**config.mk**
```make
export PLATFORM = sky130hd
export DESIGN_NAME = ovnh_mul
export DESIGN_NICKNAME = d
export VERILOG_FILES = /design/src/rtl/ovnh_mul.sv
export SDC_FILE = /design/constraint.sdc
export NUM_CORES = 2
export LEC_CHECK = 0
export BUFFER_PORTS_ARGS = -buffer_cell sky130_fd_sc_hd__buf_2
export CORE_ASPECT_RATIO = 0.9
export CORE_MARGIN = 2
export CORE_UTILIZATION = 55
export CTS_CLUSTER_SIZE = 8
export DETAILED_ROUTE_END_ITERATION = 10
export MAX_ROUTING_LAYER = met4
export PLACE_DENSITY = 0.75
export SLEW_MARGIN = 30
export SYNTH_ARGS = -nofsm -noshare
export SYNTH_HDL_FRONTEND = slang
export SYNTH_SLANG_ARGS = --single-unit
```
**constraint.sdc**
```tcl
create_clock -name clk -period 9.72 [get_ports clk]
set_input_delay 0.486 -clock clk [delete_from_list [all_inputs] [get_ports clk]]
set_output_delay 0.486 -clock clk [all_outputs]
set_load 0.02 [all_outputs]
```
**src/rtl/ovnh_mul.sv**
```systemverilog
`timescale 1ns / 1ps

module ovnh_mul (
    input  logic               clk,
    input  logic signed [32:0] op_a,
    input  logic signed [32:0] op_b,
    output logic signed [65:0] prod
);
    logic signed [65:0] prod_reg;

    always_ff @(posedge clk)
    begin
        prod_reg <= 66'(op_a) * 66'(op_b);
    end

    assign prod = prod_reg;
endmodule

```
==> reports/results.env <==
CRIT_PATH_BUF_INV_COUNT=4
NNETSFINAL=5714
CTS_SETUP_BUFFERS=0
LARGEST_REGISTER_FF_COUNT=66
FP.DIEW_UM=290.9
FIRST_GLOBAL_VIAS=31200
VIAS=28680
HPWL_DETAILED_MM=88.09
CRITPATHMAXFANOUT=24
YOSYS.CELL_TYPES.COUNT=80
POST_SYNTH_DESIGN_CELL_AREA_SQ_UM=40730
MIN-DELAY-PATH-CLASS='in -> reg'
MAX_CAP_VIOL_COUNT=0
SYNTHDOMINANTCELLAREASHARE_PCT=56.27
CELL_TYPE_GROUP_WITH_THE_LARGEST_TOTAL_DELAY_ON_THE_CRITICAL_PATH='adder cells'
CLOCK_TREE.ROOT_CELL='sky130_fd_sc_hd__clkbuf_16'
CORE-AREA_SQ_UM=73160
CP.ARRIVAL_NS=8.46
PRE_CTS_SLACK_NS=1.265
WORST_SETUP_PATH_END_KIND='flip-flop'
SYNTH-SEQ-AREA-SHARE_PCT=3.244
CRIT_PATH_START_KIND='input port'
CRIT_PATH_MAX_INCR_DELAY_NS=0.92
TIMING.FMAX_MHz=122.6
FIN_CRIT_NS=8.156
ROUTABILITYCONGESTION=0.9813
INITIAL_CORE_UTIL_PCT=55.68
WORSTMARGINPINSLEW_NS=0.9358
SYNTH_EDF_COUNT=0
CRIT_CHAIN='buf_2, nand2_1, inv_1, fa_1, fa_1, fa_1, inv_1, fa_1, fa_1, fa_1, fa_1, fa_1, inv_1, ha_1, and4_1, nand3_1, nand2b_1, a2111oi_4, a211oi_4, a21o_2, a21o_1, a211oi_2'
FINALHOLDVIOLATIONS=0
POSTSYNTH.TOPFLOPCELL='sky130_fd_sc_hd__dfxtp_1'
WORST_SLACK_NS=1.564
ANT_NETS=0
SYNTH.TOP_CELLS.BY_AREA='sky130_fd_sc_hd__fa_1, sky130_fd_sc_hd__inv_1, sky130_fd_sc_hd__and2_1'
ROWS=94
HEIGHT_OF_THE_DIE_UM=262.2
GRT_START_MAX_NET_PINS=34
SYNTHCELLS=4338
DRT_DRC_VIOLATIONS_LEFT=0
CRIT_TYPE='in -> reg'
AVGROUTEDWIREPERCELL_UM=20.68
CTS_REPAIR_RESIZE_COUNT=0
MAPPEDNETLISTNETS=5767
AREA_DELTA_SYNTH_FINAL_PCT=3.766
DRT_ITER0_DRC=2191
OVERFLOW=0
SETUP-VIOLATIONS-FINAL=0
NUMCTSBUFFERS=9
RUN_STATUS='finished clean'
DIE_AREA_SQ_UM=76260
VIAS_PER_CELL=5.452
WORSTPATHREQUIRED_NS=10.03
CRITICAL_PATH.SLOWEST_CELL='sky130_fd_sc_hd__fa_1'
SYNTH_AREA_LEADER_CELL='sky130_fd_sc_hd__fa_1'
TIMING.MAX_SLEW.REL_SLACK_PCT=37.61
FILLCELLCOUNT=6280
CTSHTREEMAXLEVEL=3
CRIT_SHARE_POST_ROUTE_PCT=83.91
SETUP_REPAIR_AFTER_GLOBAL_ROUTING_MISSED_ITS_MARGIN='no'
FINAL-MAX-SLEW-VIOLATION-COUNT=0
BUFFER_PORTS.INSERTED=132
CTS.CLK_SLEW.WORST_PATHS_NS=0.07
CLK_PATH_BUF_DEPTH=2
CLOCK_SINKS=66
GRT_PASS1_WL_MM=177.2
SYNTH.YOSYS.WARNINGS=0
CLOCK_TREE_FROM_TRITONCTS='built'
GRTUSAGETOTAL_PCT=31.30
POSTROUTEWIRELENGTH_MM=108.8
SYNTH_AREA_PER_CELL_SQ_UM=9.390
BOUNDARYPINS=133
TOTAL_OF_HOLD_BUFFERS_INSERTED_AFTER_CLOCK_TREE_SYNTHESIS=0
DR.PASS1.ITERS=7
INITIAL_ANTENNA_VIOLATION_COUNT=11
WORST_PATH_MOST_REPEATED_CELL='sky130_fd_sc_hd__fa_1'
POST_ROUTE_CELLS_DRIVE_ABOVE_1_SHARE_PCT=4.918
YS_SEQ_ELEMENTS=66
ASYNC_FLOP_SHARE_PCT=0
TNS_NS=0
==> cells in the final DEF (no fill, tap or decap), types with 12 or more instances in the layout <==
master                     synthesis  layout
sky130_fd_sc_hd__buf_2            11     132
sky130_fd_sc_hd__o21ai_0          25      25
sky130_fd_sc_hd__xor2_1           25      25
sky130_fd_sc_hd__a21oi_1          57      57
sky130_fd_sc_hd__dfxtp_1          66      66
sky130_fd_sc_hd__fa_1           1145    1144
sky130_fd_sc_hd__and2_1          562     562
sky130_fd_sc_hd__buf_4             0      25
sky130_fd_sc_hd__inv_1          1131    1131
sky130_fd_sc_hd__nand3_1          25      25
sky130_fd_sc_hd__nand2_1         551     551
sky130_fd_sc_hd__xnor2_1          43      43
sky130_fd_sc_hd__a21o_1           36      36
sky130_fd_sc_hd__ha_1            217     217
sky130_fd_sc_hd__nand2b_1         12      12
sky130_fd_sc_hd__nor2_1           68      68
==> Yosys cell counts (12+ instances only) <==
master	n
sky130_fd_sc_hd__fa_1	1145
sky130_fd_sc_hd__inv_1	1131
sky130_fd_sc_hd__and2_1	562
sky130_fd_sc_hd__nand2_1	551
sky130_fd_sc_hd__ha_1	217
sky130_fd_sc_hd__clkbuf_1	208
sky130_fd_sc_hd__nor2_1	68
sky130_fd_sc_hd__dfxtp_1	66
sky130_fd_sc_hd__a21oi_1	57
sky130_fd_sc_hd__xnor2_1	43
sky130_fd_sc_hd__a21o_1	36
sky130_fd_sc_hd__nand3_1	25
sky130_fd_sc_hd__o21ai_0	25
sky130_fd_sc_hd__xor2_1	25
sky130_fd_sc_hd__nand2b_1	12
==> area by class of cell <==
cell class	instances	area, sq um	area share [%]
antenna	10	25.02	0.05920
clock buffer	9	225.2	0.5328
clock inverter	7	82.58	0.1954
inverter	1131	4245	10.04
multi-input combinational	2920	34320	81.19
sequential	66	1321	3.126
tap	960	1201	2.842
timing repair buffer	157	848.3	2.007
==> per-layer routing <==
| metal | GRT usage (%) | wire [um] | up-vias |
|---|---|---|---|
| li1 | - | - | 12240 |
| met1 | 42.69 | 44380 | 14780 |
| met2 | 44.61 | 47110 | 1447 |
| met3 | 10.78 | 14050 | 211 |
| met4 | 8.751 | 3216 | 0 |
| met5 | - | 0 | - |
==> logic make-up (layout without fill, tap and decap cells) <==
kind of cell | Yosys count | in the layout | share of synthesized area [%]
other | 0 | 10 | 0
DFF | 66 | 66 | 3.244
buffers and inverters | 1352 | 1304 | 12.51
AOI/OAI and AO/OA | 219 | 219 | 4.067
xor gates and xnor gates | 68 | 68 | 1.462
adders and majority gates | 1362 | 1362 | 62.94
and+or+nand+nor | 1271 | 1271 | 15.78
==> final timing paths <==
| check | slack [ns] | startpoint | cells after the start | to |
|---|---|---|---|---|
| max | 1.56 | op_a[32] | 22 | prod[62] |
| min | 0.58 | op_b[0] | 2 | prod[0] |
==> through the flow <==
stage	instance area [sq um]	hold slack (ns)	cells	util (%)
after detailed placement	41940	0.9021	5234	57.32
after floorplan	40730	0.6133	4338	-
after global placement	41930	0.9009	5234	57.32
after CTS	42240	0.5498	5250	57.74
final	42270	0.5818	5260	57.78
after global routing	42270	0.5795	5259	57.78
Power is left out: the tool's default activity adds up to more than one toggle a clock period on the data nets, which glitch-free logic cannot reach.
