`src/rtl/ovnh_pkg.sv`:
```
`timescale 1ns / 1ps

package ovnh_pkg;

    localparam int CHUNK_WIDTH_DEF       = 16;
    localparam int MAX_OCTAVES_DEF       = 16;
    localparam int WEIGHT_TABLE_BITS_DEF = 8;

    localparam int CHUNK_FIELD_W = 21;
    localparam int LOCAL_W       = 4;
    localparam int HEIGHT_W      = 24;
    localparam int CFG_DATA_W    = 32;
    localparam int CFG_IDX_W     = 3;
    localparam int SMOOTH_W      = 12;
    localparam int QUO_W         = 48;
    localparam int OCT_W         = 7;
    localparam int TOTAL_W       = 24;

    localparam logic [CFG_IDX_W-1:0] CFG_OCTAVE_COUNT  = 3'd0;
    localparam logic [CFG_IDX_W-1:0] CFG_HEIGHT_SCALE  = 3'd1;
    localparam logic [CFG_IDX_W-1:0] CFG_SMOOTHNESS    = 3'd2;
    localparam logic [CFG_IDX_W-1:0] CFG_HEIGHT_OFFSET = 3'd3;
    localparam logic [CFG_IDX_W-1:0] CFG_ROUGHNESS     = 3'd4;
    localparam logic [CFG_IDX_W-1:0] CFG_SEED          = 3'd5;

    localparam logic [31:0] HASH_MUL = 32'd60493;
    localparam logic [31:0] HASH_C2  = 32'd19990303;
    localparam logic [31:0] HASH_C3  = 32'd1376312589;
    // ceil(2^33 / 21), exact for dividends below 2^29
    localparam logic [32:0] RECIP_21    = 33'd409044505;
    localparam int          RECIP_SHIFT = 33;
    localparam logic signed [TOTAL_W-1:0] HEIGHT_BIAS = 24'sd78643;

    localparam longint unsigned TAYLOR_DEN [10] = '{2, 12, 30, 56, 90, 132, 182, 240, 306, 380};

    typedef struct packed {
        logic start;
        logic step;
    } div_ctl_t;

    function automatic logic [16:0] wt_entry(int unsigned idx, int unsigned bits);
        longint unsigned theta;
        longint unsigned x2;
        longint unsigned term;
        longint          c;
        longint          d;
        theta = ((longint'(idx) * 314) << 24) / 100 >> bits;
        x2    = (theta * theta) >> 24;
        term  = 64'd1 << 24;
        c     = longint'(term);
        for (int k = 1; k <= 10; k++)
        begin
            term = ((term * x2) >> 24) / TAYLOR_DEN[k-1];
            if ((k % 2) == 1)
                c = c - longint'(term);
            else
                c = c + longint'(term);
        end
        d = (longint'(1) << 24) - c;
        if (d < 0)
            d = 0;
        d = (d + 256) >>> 9;
        if (d > 65536)
            d = 65536;
        return 17'(d);
    endfunction

endpackage

```
`src/rtl/ovnh_div.sv`:
```
`timescale 1ns / 1ps

module ovnh_div #(
    parameter int DW = 43
) (
    input  logic                                clk,
    input  logic                                rst_n,
    input  ovnh_pkg::div_ctl_t                  ctl,
    input  logic [DW-1:0]                       dividend_x,
    input  logic [DW-1:0]                       dividend_z,
    input  logic [ovnh_pkg::SMOOTH_W-1:0]       divisor,
    output logic                                done,
    output logic [ovnh_pkg::QUO_W-1:0]          quo_x,
    output logic [ovnh_pkg::QUO_W-1:0]          quo_z
);
    import ovnh_pkg::*;

    localparam int CW = (DW > 1) ? $clog2(DW) : 1;

    logic                busy_reg;
    logic [CW-1:0]       cnt_reg;
    logic [SMOOTH_W-1:0] d_reg;
    logic [DW-1:0]       sh_reg   [2];
    logic [SMOOTH_W-1:0] rem_reg  [2];
    logic [QUO_W-1:0]    q_reg    [2];
    logic [DW-1:0]       sh_next  [2];
    logic [SMOOTH_W-1:0] rem_next [2];
    logic [QUO_W-1:0]    q_next   [2];
    logic                last;
    logic                iterate;

    assign last    = (cnt_reg == CW'(DW - 1));
    assign done    = busy_reg && last;
    assign iterate = busy_reg || ctl.step;

    // one restoring step per lane
    always_comb
    begin
        for (int l = 0; l < 2; l++)
        begin
            logic [SMOOTH_W:0] rem_ext;
            logic              ge;
            rem_ext     = {rem_reg[l], sh_reg[l][DW-1]};
            ge          = (rem_ext >= {1'b0, d_reg});
            rem_next[l] = ge ? SMOOTH_W'(rem_ext - {1'b0, d_reg}) : SMOOTH_W'(rem_ext);
            sh_next[l]  = {sh_reg[l][DW-2:0], 1'b0};
            q_next[l]   = {q_reg[l][QUO_W-2:0], ge};
        end
    end

    always_ff @(posedge clk or negedge rst_n)
    begin
        if (!rst_n)
        begin
            busy_reg <= 1'b0;
            cnt_reg  <= '0;
        end
        else if (ctl.start)
        begin
            busy_reg <= 1'b1;
            cnt_reg  <= '0;
        end
        else if (busy_reg)
        begin
            if (last)
                busy_reg <= 1'b0;
            cnt_reg <= cnt_reg + 1'b1;
        end
    end

    always_ff @(posedge clk)
    begin
        if (ctl.start)
        begin
            d_reg      <= divisor;
            sh_reg[0]  <= dividend_x;
            sh_reg[1]  <= dividend_z;
            rem_reg[0] <= '0;
            rem_reg[1] <= '0;
            q_reg[0]   <= '0;
            q_reg[1]   <= '0;
        end
        else if (iterate)
        begin
            for (int l = 0; l < 2; l++)
            begin
                sh_reg[l]  <= sh_next[l];
                rem_reg[l] <= rem_next[l];
                q_reg[l]   <= q_next[l];
            end
        end
    end

    assign quo_x = q_reg[0];
    assign quo_z = q_reg[1];
endmodule

```
`config.mk`:
```
export PLATFORM = sky130hd
export DESIGN_NAME = ovnh_div
export DESIGN_NICKNAME = d
export VERILOG_FILES = /design/src/rtl/ovnh_pkg.sv /design/src/rtl/ovnh_div.sv
export SDC_FILE = /design/constraint.sdc
export NUM_CORES = 1
export LEC_CHECK = 0
export ABC_CLOCK_PERIOD_IN_PS = 8100
export BUFFER_PORTS_ARGS = -buffer_cell sky130_fd_sc_hd__buf_2
export CORE_ASPECT_RATIO = 0.9
export CORE_UTILIZATION = 56
export DETAILED_ROUTE_END_ITERATION = 12
export PLACE_DENSITY = 0.88
export SYNTH_ARGS = -nofsm -noshare
export SYNTH_HDL_FRONTEND = slang
export SYNTH_SLANG_ARGS = --single-unit
```
`constraint.sdc`:
```
create_clock -name clk -period 8.1 [get_ports clk]
set_input_delay 1.62 -clock clk [delete_from_list [all_inputs] [get_ports clk]]
set_output_delay 1.62 -clock clk [all_outputs]
set_load 0.02 [all_outputs]
```
==> out/qor_table.md <==
| Parameter | Reported | Unit |
|:---|:---|:---|
| Flip-flop count of the largest register, all copies and words added | 96 | - |
| Number of antenna violations at the first check in global routing | 0 | - |
| Yosys cell types | 51 | - |
| Total gr overflow | 0 | - |
| Number of synthesized register bits | 225 | - |
| Main synth FF type | sky130_fd_sc_hd__edfxtp_1 | - |
| Weighted congestion at the end of routability-driven global placement | 0.788 | - |
| Tmin final | 3610 | ps |
| Horizontal extent of the die | 148 | um |
| Number of hold violations in the final report | 0 | - |
| Pin count of the biggest net entering global routing | 207 | - |
| Synthesized area divided by synthesized cell count | 11.5 | um2 |
| Number of top-level design ports | 199 | - |
| Starting utilization of the core area | 0.580 | - |
| Full die area | 19900 | um2 |
| Worst endpoint required time | 8470 | ps |
| Synthesized-area fraction occupied by xor and xnor cells | 0.0154 | - |
| Critical-path maximum fanout | 77 | - |
| Multiplexer share of the synthesized area | 0.0176 | - |
| Share of flip-flops with an asynchronous set or reset | 0.0311 | - |
| Synthesized netlist net count | 1068 | - |
| Final TNS setup | 0 | ps |
| Count of H-tree levels built during CTS | 1 | - |
| Upper clock frequency limit | 277 | MHz |
| Total routing usage reported by global routing | 0.206 | - |
| Yosys top cell area share | 0.606 | - |
| Crit Path Category | input pin to flip-flop | - |
| Area growth syn-to-layout | 11.3 | % |
| Std cell rows | 47 | - |
| Post-route antenna net violation count | 0 | - |
| Post-CTS Setup Inserts | 0 | - |
| Total Routed Length | 20.1 | mm |
| Clk slew on worst S/H paths | 60 | ps |
| Slew Limit Headroom | 0.210 | - |
| Count of buffers inserted at the top-level ports | 198 | - |
| Vert. Die Dim | 134 | um |
| Register-to-register setup slack | 4870 | ps |
| Area contributors post-synth | sky130_fd_sc_hd__edfxtp_1 (61%), sky130_fd_sc_hd__nand2_1 (9.1%), sky130_fd_sc_hd__buf_4 (6.6%) | - |
| Final clock period utilization by the worst path | 0.446 | - |
| Final Instance Area | 12000 | um2 |
| Total number of clock tree sinks | 225 | - |
| Placed Area | 11300 | um2 |
| Worst vdd ir | 0.000175 | V |
| Largest area contributor in the synthesized netlist | sky130_fd_sc_hd__edfxtp_1 | - |
| Arrival time of the worst setup path | 3980 | ps |
| End of the worst hold path | sh_reg[0][85] | - |
| Max-cap violation count | 0 | - |
| Number of global-route vias before repair | 6585 | - |
| Total count of max-transition violations in the final report | 0 | - |
| Pleak | 5.82 | nW |
| Result of the run | finished clean | - |
| Number of synthesis warnings | 0 | - |
| Setup repair after global routing missed its margin | no | - |
| Nets | 1166 | - |
| Number of flops mapped to enable cells by yosys | 218 | - |
| Clock tree from TritonCTS | done | - |
| Antenna fix cells | 0 | - |
| Actual slew at the worst max-slew pin | 1180 | ps |
| R2R cell count | 9 | - |
| Layout cells sized above 1 | 0.236 | - |
| Number of buffers created by CTS | 24 | - |
| Synthesized-area fraction occupied by ao, oa, aoi and oai cells | 0.0426 | - |
| Timing startpoint of the critical path | ctl[1] | - |
| WL per Instance | 15.5 | um |
| Class of the worst hold path | flip-flop to flip-flop | - |
| Capturing point of the worst reg2reg path | rem_reg[0][5] | - |
| Number of cells on the worst hold path | 2 | - |
| Total of endpoints with negative setup slack in the final report | 0 | - |
| DP Wirelength | 13.3 | mm |
| Via count of the routed design | 6812 | - |
| Max Clock Skew | 16.7 | ps |
| Summed instance area of the synthesized netlist | 10800 | um2 |
| Clock latency on the worst-skew pair | 510 | ps |
| Share of synthesized cell area in full adder, half adder and majority cells | 0.0338 | - |
| Combinational family with the most area after synthesis | simple AND/OR/NAND/NOR gates | - |
| Area fraction in and, or, nand and nor cells after synthesis | 0.183 | - |
| Min-Delay Startpoint | sh_reg[0][84] | - |
| Launch instance of the worst register-to-register path | d_reg[1] | - |
| DRC | 0 | - |
| Global-route wire length before repair | 32.6 | mm |
| Number of instances resized during post-cts repair | 0 | - |
| Count of mapped cells out of synthesis | 938 | - |
| DRT Pass-1 Iters | 5 | - |
| CTS hold repair buffers | 0 | - |
| Average vias per placed instance | 5.25 | - |
| Endpoint type of the worst setup path | flip-flop | - |
| Core region area | 18600 | um2 |
| Portion of the post-synthesis area used by sequential elements | 0.622 | - |
| Clock root buffer | sky130_fd_sc_hd__clkbuf_16 | - |
| Number of buffers between clock root and the deepest sink | 3 | - |
| First DRT Iteration DRCs | 531 | - |
| Power Dens Cells | 218 | nW/um2 |
| Worst setup SP type | input pin | - |
## layout make-up
cell class                 count  area (um2)
sequential                   225        6720
timing repair buffer         201        1030
tap                          245         307
clock inverter                13         101
clock buffer                  30         623
inverter                      19        71.3
fill                        1381        6610
multi-input combinational    565        3180
## where the power goes
part	switching, W	internal, W
Clock	0.000431	0.000579
Sequential	0.0000233	0.00134
Combinational	0.000145	0.000109
## cell usage after synthesis (2+ instances only)
master / n
sky130_fd_sc_hd__a2111oi_0: 2
sky130_fd_sc_hd__a211oi_1: 6
sky130_fd_sc_hd__a211oi_2: 2
sky130_fd_sc_hd__a21o_1: 4
sky130_fd_sc_hd__a21oi_1: 10
sky130_fd_sc_hd__and2_1: 96
sky130_fd_sc_hd__and3_1: 2
sky130_fd_sc_hd__buf_4: 95
sky130_fd_sc_hd__clkbuf_1: 33
sky130_fd_sc_hd__dfrtp_1: 7
sky130_fd_sc_hd__edfxtp_1: 218
sky130_fd_sc_hd__fa_1: 2
sky130_fd_sc_hd__ha_1: 26
sky130_fd_sc_hd__inv_1: 19
sky130_fd_sc_hd__mux2i_1: 19
sky130_fd_sc_hd__nand2_1: 262
sky130_fd_sc_hd__nand2b_1: 2
sky130_fd_sc_hd__nand3_1: 3
sky130_fd_sc_hd__nand4_1: 3
sky130_fd_sc_hd__nor2_1: 46
sky130_fd_sc_hd__nor2b_1: 7
sky130_fd_sc_hd__nor3_1: 6
sky130_fd_sc_hd__o211a_1: 2
sky130_fd_sc_hd__o211ai_1: 3
sky130_fd_sc_hd__o21a_1: 4
sky130_fd_sc_hd__o21ai_0: 12
sky130_fd_sc_hd__or3_1: 6
sky130_fd_sc_hd__xnor2_1: 10
sky130_fd_sc_hd__xor2_1: 9
## cells in the final DEF (no fill, tap or decap), types with 2 or more instances in the layout
cell                        instances
sky130_fd_sc_hd__clkinv_2           7
sky130_fd_sc_hd__edfxtp_1         218
sky130_fd_sc_hd__inv_1             19
sky130_fd_sc_hd__o211ai_1           3
sky130_fd_sc_hd__nand2b_1           2
sky130_fd_sc_hd__clkinv_1           3
sky130_fd_sc_hd__and3_1             2
sky130_fd_sc_hd__xor2_1             9
sky130_fd_sc_hd__clkbuf_1           6
sky130_fd_sc_hd__nand3_1            3
sky130_fd_sc_hd__o21ai_0           12
sky130_fd_sc_hd__nor3_1             6
sky130_fd_sc_hd__a21oi_1           10
sky130_fd_sc_hd__nor2_1            45
sky130_fd_sc_hd__a211oi_2           2
sky130_fd_sc_hd__o211a_1            2
sky130_fd_sc_hd__dfrtp_1            7
sky130_fd_sc_hd__nand4_1            3
sky130_fd_sc_hd__a2111oi_0          2
sky130_fd_sc_hd__and2_1            96
sky130_fd_sc_hd__mux2i_1           19
sky130_fd_sc_hd__buf_2            198
sky130_fd_sc_hd__o21a_1             4
sky130_fd_sc_hd__nand2_1          262
sky130_fd_sc_hd__xnor2_1           10
sky130_fd_sc_hd__a21o_1             4
sky130_fd_sc_hd__nor2b_1            7
sky130_fd_sc_hd__clkbuf_16         24
sky130_fd_sc_hd__ha_1              26
sky130_fd_sc_hd__fa_1               2
sky130_fd_sc_hd__buf_4              2
sky130_fd_sc_hd__a211oi_1           6
sky130_fd_sc_hd__or3_1              5
## how the worst max path moves through the flow
stage	endpoint	slack [ps]	depth (start not counted)
2_1_floorplan	q_reg[0][0]	1170	2
3_3_place_gp	sh_reg[0][42]	3970	6
3_5_place_dp	sh_reg[0][31]	3920	6
4_1_cts	sh_reg[0][31]	4450	6
5_1_grt	sh_reg[0][31]	4190	6
6_report	sh_reg[0][42]	4490	6
## metrics by stage
stage          cells   util  power [W]  setup WS (ps)  hold slack (ps)
2_1_floorplan    938      -    0.00156           1170              484
3_3_place_gp    1255  0.606    0.00162           3970              487
3_5_place_dp    1255  0.606    0.00163           3920              497
4_1_cts         1298  0.645    0.00264           4450              506
5_1_grt         1298  0.645    0.00273           4190              531
6_report        1298  0.645    0.00262           4490              508
## cell families (layout without fill, tap and decap cells)
logic type | count (synthesis) | after routing
simple gates | 440 | 440
flops | 225 | 225
mux | 19 | 19
buf+inv | 148 | 263
fa+ha+maj | 28 | 28
compound gates | 59 | 59
xor+xnor | 19 | 19
## routing by layer
metal / vias to the layer above / routed length [um] / GRT usage / share of wire
li1: 3282 / - / - / -
met1: 3243 / 9060 / 0.297 / 0.45
met2: 262 / 9310 / 0.328 / 0.46
met3: 25 / 1500 / 0.0388 / 0.074
met4: 0 / 269 / 0.0435 / 0.013
met5: - / 0 / 0 / 0
## worst max-delay path: stages
cell and delay, ps:
sky130_fd_sc_hd__buf_2 250, sky130_fd_sc_hd__nor2_4 600, sky130_fd_sc_hd__buf_4 590, sky130_fd_sc_hd__buf_4 660, sky130_fd_sc_hd__nand2_1 150, sky130_fd_sc_hd__nand2_1 90
(Power assumes the default switching activity.)
